<file path="config.mk">
export PLATFORM = sky130hd
export DESIGN_NAME = lzwe_ctrl
export DESIGN_NICKNAME = d
export VERILOG_FILES = /design/src/lzwe_pkg.sv /design/src/lzwe_ctrl.sv
export SDC_FILE = /design/constraint.sdc
export NUM_CORES = 1
export LEC_CHECK = 0
export ABC_AREA = 0
export BUFFER_PORTS_ARGS = -buffer_cell sky130_fd_sc_hd__buf_2
export CORE_MARGIN = 3
export CORE_UTILIZATION = 50
export DETAILED_ROUTE_END_ITERATION = 6
export PLACE_DENSITY = 0.77
export RECOVER_POWER = 100
export SLEW_MARGIN = 10
export SYNTH_ARGS = -nofsm -noshare
export SYNTH_HDL_FRONTEND = slang
export SYNTH_SLANG_ARGS = --single-unit
</file>
<file path="constraint.sdc">
create_clock -name i_clk -period 2.1 [get_ports i_clk]
set_input_delay 0.42 -clock i_clk [delete_from_list [all_inputs] [get_ports i_clk]]
set_output_delay 0.42 -clock i_clk [all_outputs]
set_load 0.03 [all_outputs]
</file>
<file path="src/lzwe_pkg.sv">
package lzwe_pkg;

    localparam int DICT_ENTRIES_DEF  = 4096;
    localparam int MAX_CODE_BITS_DEF = 12;

    localparam int CODE_CLEAR = 256;
    localparam int CODE_EOI   = 257;
    localparam int FIRST_FREE = 258;
    localparam int MIN_BITS   = 9;

    typedef enum logic [1:0] {
        PUT_CLEAR  = 2'd0,
        PUT_PREFIX = 2'd1,
        PUT_EOI    = 2'd2
    } t_put;

    typedef enum logic [6:0] {
        S_IDLE   = 7'b0000001,
        S_SEARCH = 7'b0000010,
        S_PLAN   = 7'b0000100,
        S_PUT    = 7'b0001000,
        S_DRAIN  = 7'b0010000,
        S_PAD    = 7'b0100000,
        S_FIN    = 7'b1000000
    } t_state;

    typedef struct packed {
        logic load;
        logic search_start;
        logic put_en;
        t_put put_sel;
        logic drain_en;
        logic pad_en;
        logic last;
        logic eos;
        logic fin;
    } t_cmd;

    typedef struct packed {
        logic started;
        logic pv;
        logic search_done;
        logic found;
        logic clear_full;
        logic cnt_ge8;
        logic cnt_lt16;
        logic cnt_eq8;
        logic cnt_nz;
        logic out_free;
    } t_stat;

endpackage

</file>
<file path="src/lzwe_ctrl.sv">
module lzwe_ctrl
    import lzwe_pkg::*;
(
    input  logic  i_clk,
    input  logic  i_rst_n,
    input  logic  i_s_tvalid,
    input  logic  i_s_tuser,
    output logic  o_s_tready,
    input  t_stat i_stat,
    output t_cmd  o_cmd
);

    t_state     r_state, n_state;
    logic [3:0] r_mask, n_mask;
    logic       r_cmd, n_cmd;

    always_ff @(posedge i_clk) begin
        if (!i_rst_n) begin
            r_state <= S_IDLE;
            r_mask  <= '0;
            r_cmd   <= 1'b0;
        end else begin
            r_state <= n_state;
            r_mask  <= n_mask;
            r_cmd   <= n_cmd;
        end
    end

    // mask order: start clear, prefix, eoi, full clear
    always_comb begin
        n_state    = r_state;
        n_mask     = r_mask;
        n_cmd      = r_cmd;
        o_cmd      = '0;
        o_s_tready = 1'b0;
        case (r_state)
            S_IDLE: begin
                o_s_tready = 1'b1;
                if (i_s_tvalid) begin
                    o_cmd.load = 1'b1;
                    n_cmd      = i_s_tuser;
                    if (!i_s_tuser && i_stat.pv) begin
                        o_cmd.search_start = 1'b1;
                        n_state = S_SEARCH;
                    end else begin
                        n_state = S_PLAN;
                    end
                end
            end
            S_SEARCH: begin
                if (i_stat.search_done) n_state = S_PLAN;
            end
            S_PLAN: begin
                n_mask = {(!r_cmd && i_stat.pv && !i_stat.found && i_stat.clear_full),
                          r_cmd,
                          (r_cmd ? i_stat.pv : (i_stat.pv && !i_stat.found)),
                          !i_stat.started};
                n_state = (n_mask != 4'd0) ? S_PUT : S_FIN;
            end
            S_PUT: begin
                o_cmd.put_en = 1'b1;
                if (r_mask[0]) begin
                    o_cmd.put_sel = PUT_CLEAR;
                    n_mask[0] = 1'b0;
                end else if (r_mask[1]) begin
                    o_cmd.put_sel = PUT_PREFIX;
                    n_mask[1] = 1'b0;
                end else if (r_mask[2]) begin
                    o_cmd.put_sel = PUT_EOI;
                    n_mask[2] = 1'b0;
                end else begin
                    o_cmd.put_sel = PUT_CLEAR;
                    n_mask[3] = 1'b0;
                end
                n_state = S_DRAIN;
            end
            S_DRAIN: begin
                if (i_stat.cnt_ge8) begin
                    if (i_stat.out_free) begin
                        o_cmd.drain_en = 1'b1;
                        o_cmd.last = i_stat.cnt_lt16 && (r_mask == 4'd0) &&
                                     !(r_cmd && !i_stat.cnt_eq8);
                        o_cmd.eos  = o_cmd.last && r_cmd;
                    end
                end else if (r_mask != 4'd0) begin
                    n_state = S_PUT;
                end else if (r_cmd && i_stat.cnt_nz) begin
                    n_state = S_PAD;
                end else begin
                    n_state = S_FIN;
                end
            end
            S_PAD: begin
                if (i_stat.out_free) begin
                    o_cmd.pad_en = 1'b1;
                    o_cmd.last   = 1'b1;
                    o_cmd.eos    = 1'b1;
                    n_state      = S_FIN;
                end
            end
            S_FIN: begin
                o_cmd.fin = 1'b1;
                n_state   = S_IDLE;
            end
            default: n_state = S_IDLE;
        endcase
    end

endmodule

</file>
==> results.txt, run 1 <==
- In this run the most critical hold path is launched from i_stat[9].
- Failing checks: negative setup slack
- The worst setup path is launched from a flop.
* Most common flop cell mapped by yosys: dfxtp_1
* Clk Tree Root Cell: clkbuf_4
- The synthesized netlist occupies a cell area of 887 µm².
* Largest family of logic cells by synthesized area: simple AND/OR/NAND/NOR gates
- After detailed routing, the average wire length per cell comes to 17.0 µm.
* Async SR Flop Fraction: 0%
- Placed instance area: 1080 µm²
- For the worst-skew pair, the clock arrives at the later sink with an insertion delay of 0.28 ns.
- Gr ovfl total: 0
- Core area: 1590 µm²
- In the synthesized netlist, the number of instances is 115.
- Setup total negative slack on the finished layout was measured at -0.621 ns.
* Fin. max-slew vios: 0
- For this run, design rule violations remaining after detail routing come to 0.
- Number of failing setup endpoints in the final timing report: 6
- Post-route minimum period: 2.31 ns
- Diode count: 0
- Ys Warns: 0
- Clock tree buffer depth: 2
- Share of the core filled with cells in the final layout: 78.0%
* Result of the run: finished with violations
* Post-synth EDFFs: 0
- For the worst setup path, the data arrival time is 1.89 ns.
- Mean instance size in the synthesized netlist: 7.71 µm²
- The first routing iteration left 64 violations.
- Power density of the placed cells: 723 nW/µm²
- CTS Hold Bufs: 0
* Dpl hpwl: 2.17 mm
* Critical path peak fanout: 2
- Largest clock skew in the final design: 0.00279 ns
- Leakage power: 0.530 nW
* Overall power: 0.900 mW
* TritonRoute pass-1 iters: 4
- TritonCTS built the clock tree.
- The synthesized netlist devotes 20.0% of its cell area to compound gates.
* Ports: 25
* Kind of critical path: reg -> out
* Data required time at the worst endpoint: 1.68 ns
* Peak supply drop: 0.000583 V
* Vias in the first global route: 988
- Simple logic cell fraction of the synthesized area: 45.3%
* Final net count: 167
- Deepest level of the CTS H-tree: 1
* Post-synth net total: 129
- Clock transition at the registers of the reported paths: 0.09 ns
- Total routing usage reported by global routing: 28.0%
* Layout Cell Area excl Fill: 1240 µm²
* Total of buffers placed on input and output ports: 24
- Counting every sink on the clock net gives 12.
* DIE HEIGHT: 48.1 µm
* Final hold viol count: 0
* Number of maximum-capacitance violations: 0
- Dpl ws: 0.0190 ns
- After Yosys synthesis, full adders, half adders and majority gates account for 0% of the synthesized area.
- The die covers 2320 µm².
- Horiz. Die Dim: 48.1 µm
- The first global-routing pass estimated 4.40 mm of wire.
- In the synthesized netlist, mux cells make up 0% of the area.
- For the pin with the worst max-slew slack, the measured transition is 0.433 ns.
- Placer's final routability congestion estimate: 0.861
* Maximum number of pins on one net before global-route repair: 10
* Part of the cycle the worst path needs: 110%
- The detail route stage leaves a number of antenna-violating nets equal to 0.
- The final route contains 1105 vias.
* Unrepaired setup endpoints after global routing: yes
* Starting density of the core: 55.7%
- In the final layout, the share of cells above drive strength 1 is 43.4%.
- XOR/XNOR share of the synthesized area: 0.987%
- The floorplan has 14 rows.
- The routed design has 2.99 mm of wire.
- Based on the critical path, the design can be clocked at up to 432 MHz.
- Initial antenna violation count: 0
- Critical path endpoint category: primary output
- After layout, the worst setup slack is -0.214 ns.
- Source of the worst register-to-register timing path: r_state[3]
- After synthesis, flip-flops and latches occupy 27.1% of the total area.
* Post-synthesis register bit count: 12
- The path class of the tightest hold or removal check is in -> reg.
- The top cell types in the final layout, fill and taps aside, are buf_2, buf_4, nand2_1, dfxtp_1, a21oi_1.
- Clock buffer count from CTS: 3
- After detailed routing, the number of vias per cell comes to 6.28.
* Cell variety after synth: 39
- Tracing the worst setup path back leads to its startpoint at r_mask[0].
- Slew margin rel.: 71.0%
- The area growth from synthesis to layout is 40.2%.
==> metrics by stage <==
step	std cells	hold WS, ns
after floorplan	115	0.449
after global placement	166	0.467
after detailed placement	166	0.479
after CTS	174	0.326
after global routing	176	0.334
final	176	0.327
==> final timing paths <==
| path | end | cells past startpoint | slack, ns |
|---|---|---|---|
| hold reg to reg | r_mask[2] | 2 | 0.50 |
| setup reg to reg | r_state[3] | 4 | 0.32 |
| setup / recovery | o_cmd[1] | 5 | -0.21 |
| hold / removal | r_mask[0] | 2 | 0.33 |
==> timing repair <==
item / 4_1_cts / 5_1_grt
setup buffers: 4 / 2
pin swaps: 4 / 1
endpoints found under the setup margin: 8 / 9
hold endpoints to repair: 0 / 0
gates resized for setup: 17 / 11
==> worst max-delay path, cell delays in order (launching register included) <==
cell	delay, ns
dfxtp_2	0.33
or4_4	0.56
nor4_4	0.30
nand3_2	0.12
o21ai_2	0.16
buf_6	0.15
==> routing by layer <==
layer / share of wire, % / track usage (%) / up-vias
met1: 39 / 34.4 / 519
met5: 0 / 0 / -
li1: - / - / 499
met2: 49 / 47.8 / 75
met4: 2.2 / 10.8 / 0
met3: 9.5 / 5.90 / 12
==> power by group <==
part / leakage [nW] / switching (mW) / total (mW) / internal (mW)
Sequential: 0.0985 / 0.0243 / 0.276 / 0.251
Combinational: 0.411 / 0.250 / 0.428 / 0.178
Clock: 0.0210 / 0.0909 / 0.196 / 0.106
==> state kept, by name (all words and copies together) (netlist names) <==
signal   cells
r_mask       4
r_cmd        1
r_state      7
==> cell type report <==
class	count	area (µm²)
Clock buffer	4	36.3
Fill cell	123	350
Inverter	7	26.3
Multi-Input combinational cell	91	648
Sequential cell	12	245
Tap cell	24	30.0
Timing Repair Buffer	38	258
==> cells by family (layout without fill, tap and decap cells) <==
group,count (synthesis),count (layout)
compound gates,26,26
xor+xnor,1,1
buf+inv,12,49
flops,12,12
simple gates,64,64
==> synthesized netlist by cell type (2+ instances only) <==
cell type  number  area share (%)
a211oi_1        2             1.7
a21oi_1         7             3.9
buf_2           2             1.1
dfxtp_1        12              27
inv_1           6             2.5
nand2_1        11             4.7
nand2b_1        5             3.5
nand3_1         7             3.9
nand3b_1        2             1.7
nor2_1          6             2.5
nor2b_1         4             2.8
nor3_1          5             2.8
nor3_2          3             3.4
nor3b_1         5             4.2
nor4_1          5             3.5
o211a_1         2             2.3
o211ai_1        3             2.5
o21ai_0         4             2.3
o21ai_1         3             1.7
or4_4           2             2.5
No activity file was read; power rests on OpenSTA's default activity.
==> run 2: changes to the inputs <==
clock period = 2.65 ns   (was 2.1 ns; I/O delays follow)
==> results.txt, run 2 (synthesis results as in run 1) <==
- First-pass GRT wire length: 3.87 mm
- Area occupied by registers: 240 µm²
* Clock tree buffer depth: 2
- Setup tns final: 0 ns
* Clock transition at the registers of the reported paths: 0.09 ns
- The worst path needs 2.49 ns of the cycle, external delays included.
* Sort of element at the start of the critical path: flop
- After filler insertion, the fill cell instance count of the layout stands at 149.
- Worst slew pin tran: 0.756 ns
- Worst reg2reg path endpoint: r_mask[0]
* Final hold viol count: 0
- The max-slew violation total from the final report came to 0.
- Summed over all cells, the static leakage comes to 0.425 nW.
- Post-DR wirelength/cell: 14.8 µm
* Number of maximum-capacitance violations: 0
* Source of the worst register-to-register timing path: r_state[6]
* Hold Startpoint: i_stat[9]
* Switching component of the power: 0.261 mW
- Across all layers, the routed design uses 990 vias.
- Slowest cell delay on critical path: 0.46 ns
- Vias in the first global route: 895
- The routed design has 2.40 mm of wire.
- Sequence of cells on the critical path: or3_4 -> nor3_2 -> nand2_1 -> nor4b_2 -> clkbuf_2
* Proportion of power drawn by flip-flops and latches: 36.2%
- Area used by multi-input combinational logic: 584 µm²
- Net switching is 41.2% of the power.
- Critical path endpoint category: primary output
- For this run, the total global-route usage over all layers was measured as 23.7%.
* DIE HEIGHT: 48.1 µm
- R2R setup slack: 0.67 ns
- Initial antenna violation count: 0
- Dpl hpwl: 1.80 mm
- Part of the cycle the worst path needs: 94.0%
- After detailed placement, the total cell area comes to 1000 µm².
* Diode count: 0
* Layout-stage area growth over the synthesis result: 16.4%
- Critical path peak fanout: 7
- Die outline area: 2320 µm²
- Worst hold path type: in -> reg
- The run finished with clean final reports.
* Top achievable clock speed: 401 MHz
- Core area: 1590 µm²
* Total of buffers placed on input and output ports: 24
- Layout Cell Area excl Fill: 1030 µm²
* Unrepaired setup endpoints after global routing: no
- Share of final-layout standard cells stronger than drive strength 1: 23.9%
* Overall power: 0.635 mW
- Clock tree synthesis selected as its root buffer the cell clkbuf_4.
- In the layout the commonest cells are buf_2, dfxtp_1, nand2_1, a21oi_1, nand3_1.
* Total internal power: 0.374 mW
* TritonRoute pass-1 iters: 4
- Measured against its own limit, the worst slew margin works out to 49.2%.
- Global routing finished with a remaining overflow of 0.
- CTS Hold Bufs: 0
- In the final design database the tool counted 153 nets.
- In the routed layout, each cell is associated on average with a via count of 6.11.
- Deepest level of the CTS H-tree: 1
* Worst Hold Path EP: r_mask[0]
- At the end of routability-driven placement, the weighted congestion stood at 0.910.
* Data required time at the worst endpoint: 2.12 ns
- Registers with the most flip-flops: r_state x7, r_mask x4, r_cmd x1
* Kind of critical path: reg -> out
- The share of total power dissipated in the clock network is 24.0%.
- Horiz. Die Dim: 48.1 µm
- TritonCTS built the clock tree.
- At the later pin of the worst-skew pair, clock insertion delay measures 0.29 ns.
* Cell depth of the worst hold path: 2
* Clk sink count: 12
- Iter 0 DRT Violations: 41
* Peak supply drop: 0.000350 V
- Of the total power, combinational logic draws 39.8%.
* Starting density of the core: 55.7%
- Site row count: 14
* Number of failing setup endpoints in the final timing report: 0
- Data arrives at the worst endpoint at 1.96 ns.
- Critical Path Slowest Stage Cell: or3_4
- Most frequent standard cell in the layout excluding fill and tap cells: buf_2
- The register with the most flip-flops in the layout has 7 of them.
* Final antenna-violating net count: 0
* Reg2reg path depth: 4
- Maximum number of pins on one net before global-route repair: 11
- Post-CTS repair changed the size of 0 cells.
- Power spread over the standard cell area amounts to 616 nW/µm².
- Buffers inserted during clock tree synthesis total 3.
- The number of setup buffers added after CTS is 0.
- Most flops, register: r_state
* Final routed DRC violation total: 0
* Largest clock skew in the final design: 0.00897 ns
* Ports: 25
[run 2: changes by cell type in the layout (fill, tap and decap cells not counted), moves of 2 or more]
cell / before / now
buf_2: 17 / 14
buf_4: 17 / 0
buf_6: 4 / 0
clkbuf_1: 0 / 4
clkbuf_2: 0 / 6
dfxtp_1: 8 / 12
dfxtp_2: 4 / 0
nand2_1: 9 / 11
nand2_2: 2 / 0
nor4_1: 1 / 4
nor4_2: 4 / 1
o21ai_0: 4 / 6
[run 2: cell type report]
class                   instances  area share (%)
inverters                       7            2.55
multi-input cells              91            56.6
clock buffers                   4            3.52
repair buffers                 24            11.2
flip-flops and latches         12            23.3
well taps                      24            2.91
[run 2: power groups by stage]
stage | combinational [mW] | sequential (mW) | clock (mW)
finish | 0.253 | 0.230 | 0.153
global route | 0.276 | 0.235 | 0.163
CTS | 0.249 | 0.229 | 0.154
detailed placement | 0.247 | 0.233 | 0
global placement | 0.245 | 0.231 | 0
floorplan | 0.202 | 0.220 | 0
[run 2: worst max-delay path by stage]
| stage | from | endpoint | slack (ns) | cells past startpoint |
|---|---|---|---|---|
| 5_1_grt | r_state[0] | o_cmd[1] | 0.02 | 5 |
| 2_1_floorplan | r_state[6] | o_cmd[4] | 0.27 | 3 |
| 4_1_cts | r_state[6] | o_cmd[1] | 0.06 | 5 |
| 3_5_place_dp | r_state[6] | o_cmd[1] | 0.42 | 5 |
| 3_3_place_gp | r_state[0] | o_cmd[1] | 0.45 | 5 |
| 6_report | r_state[6] | o_cmd[6] | 0.16 | 5 |
[run 2: metal layers]
metal  global-route usage [%]  vias to the layer above  wire length, µm
li1                         -                      472                -
met1                     31.3                      450             1020
met2                     36.4                       63             1120
met3                     7.75                        5              250
met4                     7.53                        0               18
met5                        0                        -                0
[run 2: metrics by stage]
step	cells	utilization (%)	hold slack (ns)	worst slack [ns]
global placement	158	63.0	0.466	0.450
finish	162	64.8	0.463	0.159
CTS	162	65.3	0.439	0.0556
global route	162	64.8	0.455	0.0189
detailed placement	158	63.0	0.479	0.425
floorplan	115	-	0.449	0.268
[run 2: worst max-delay path: cells and delay by family (launching register included)]
kind	cells	cell delay [ns]
AND/OR/NAND/NOR	4	1.05
flip-flops	1	0.37
buffers and inverters	1	0.24
==> run 3: changes to the inputs <==
CORE_ASPECT_RATIO = 1.4   (was default)
CORE_UTILIZATION = 30   (was 50)
PLACE_DENSITY = 0.5   (was 0.77)
==> results.txt, run 3 (synthesis results as in run 1) <==
* Sequence of cells on the critical path: or4_4 -> nor4_4 -> nand3_1 -> o21ai_1 -> buf_2
* Kind of critical path: reg -> out
* Fin. max-slew vios: 0
* Top achievable clock speed: 400 MHz
- In this run the static leakage power is 0.416 nW.
* Peak supply drop: 0.000298 V
- Data required time at the worst endpoint: 2.12 ns
- Post-DR wirelength/cell: 13.7 µm
- The worst register-to-register path begins at r_state[0].
- The worst setup path is captured at a primary output.
- With fillers left out, the area of the finished cells amounts to 1030 µm².
* Placed instance area: 1020 µm²
- Slew margin rel.: 54.7%
- Final hold viol count: 0
- Leaving out fill and tap cells, the most frequent cell in the layout is buf_2.
- Summed over all layers, the global routing overflow is 0.
- Iter 0 DRT Violations: 12
- On the final layout, the worst clock skew is 0.00345 ns.
- Dpl hpwl: 1.89 mm
- Clock buffer count from CTS: 3
* Launch point of the critical path: r_mask[0]
- The via count of the first global-routing pass is 890.
- Unrepaired setup endpoints after global routing: no
- The largest single stage delay on the critical path is 0.58 ns.
* Power density of the placed cells: 574 nW/µm²
- Critical path peak fanout: 6
- Final antenna-violating net count: 0
* Deepest level of the CTS H-tree: 1
* Most flops, register: r_state
* CTS tree: yes
- Clock-pin slew was measured on the worst setup and hold paths at 0.07 ns.
- Hold Startpoint: i_stat[9]
- Clk Tree Root Cell: clkbuf_4
- Entering global routing, the biggest net connects 11 pins.
* Total of buffers placed on input and output ports: 24
* Part of the cycle the worst path needs: 94.3%
- Final routed DRC violation total: 0
* First-pass GRT wire length: 4.13 mm
- The number of antenna violations at the first check in global routing came to 0.
* Count of buffers added by post-CTS timing repair for setup: 0
* Layout-stage area growth over the synthesis result: 15.7%
- The floorplan has 22 rows.
- The initial utilization of the core area, before any placement, comes to 32.6%.
- In the final timing run, aggregate negative setup slack is 0 ns.
* Data arrival time of the critical path: 1.97 ns
- Core area: 2730 µm²
- The tool flagged a number of max-cap violations equal to 0.
- Routability-driven placement finished with a final weighted congestion of 0.846.
* Worst hold path type: in -> reg
* Horiz. Die Dim: 52.0 µm
- Final net count: 153
- The worst setup path is launched from a flop.
- The detailed router placed 943 vias in this run.
* Critical Path Slowest Stage Cell: or4_4
- Setup violations remaining at the end of the flow were counted as 0.
* DIE HEIGHT: 70.3 µm
* Highest-count cells in the layout ignoring fill and taps: buf_2, dfxtp_1, nand2_1, a21oi_1, nand3_1
- The worst hold path was traced through 2 stages.
- Clock tree buffer depth: 2
- Reg2reg path depth: 4
- Clk sink count: 12
* Final wirelength: 2.38 mm
- DR vias/cell: 5.45
* Post-route minimum period: 2.50 ns
- At the pin with the least slew margin, the transition time is 0.674 ns.
- Global routing consumed, over all layers together, 14.7% of the routing resources.
- The endpoint identified for the worst register-to-register timing path is r_mask[0].
- For this run, the detailed router's first-pass iteration total came to 4.
- Die outline area: 3650 µm²
* Share of final-layout standard cells stronger than drive strength 1: 21.9%
- The largest registers in the layout are r_state x7, r_mask x4, r_cmd x1.
- The run finished with clean final reports.
- The setup check on the worst reg-to-reg path leaves a slack of 0.74 ns.
- 0 antenna diodes ended up in the layout.
- Number of flip-flops in the largest register: 7
* Ports: 25
- For hold timing, the worst endpoint is r_mask[0].
- Later-pin clock latency in the skew report: 0.27 ns
-- run 3: cell count changes in the layout (fill, tap and decap cells not counted), sizes merged --
| cell | previous run | this run |
|---|---|---|
| buf | 14 | 15 |
| clkbuf | 14 | 12 |
-- run 3: timing repair --
action	4_1_cts	5_1_grt
hold buffers	0	0
endpoints found under the setup margin	0	2
gates resized for setup	0	1
-- run 3: per-stage QoR --
step	hold WS, ns	util (%)	power, mW	setup WS, ns	std cells
final	0.473	37.6	0.589	0.150	173
after global routing	0.481	37.6	0.632	0.00132	173
after CTS	0.447	38.2	0.602	0.102	173
after detailed placement	0.471	37.4	0.485	0.411	170
after global placement	0.468	37.4	0.485	0.384	170
after floorplan	0.449	-	0.422	0.268	115
-- run 3: how the worst max path moves through the flow --
stage,slack [ns],end,depth (start not counted)
floorplan,0.27,o_cmd[4],3
global placement,0.38,o_cmd[1],5
detailed placement,0.41,o_cmd[1],5
CTS,0.10,o_cmd[1],5
global route,0.001,o_cmd[1],5
finish,0.15,o_cmd[1],5
-- run 3: layout make-up --
class | count | area [µm²]
timing repair buffer | 24 | 114
tap | 36 | 45.0
multi-input combinational | 91 | 578
inverter | 7 | 26.3
fill | 299 | 1700
sequential | 12 | 240
clock buffer | 3 | 22.5
-- run 3: report_power, final --
part / switching (mW) / internal [mW]
Combinational: 0.153 / 0.0915
Sequential: 0.0329 / 0.197
Clock: 0.0619 / 0.0526
-- run 3: critical path, delay by kind of cell, from the launching register on --
family,cells,cell delay [ns]
flip-flops,1,0.37
AND/OR/NAND/NOR,3,0.98
buffers and inverters,1,0.21
AO/OA/AOI/OAI,1,0.14
-- run 3: layer usage --
layer | wire length (µm) | part of all wire [%] | up-vias | GRT usage, %
met4 | 40 | 1.7 | 0 | 7.87
met2 | 1140 | 48 | 22 | 22.4
met1 | 1100 | 46 | 446 | 19.0
li1 | - | - | 471 | -
met3 | 95 | 4.0 | 4 | 2.56
met5 | 0 | 0 | - | 0
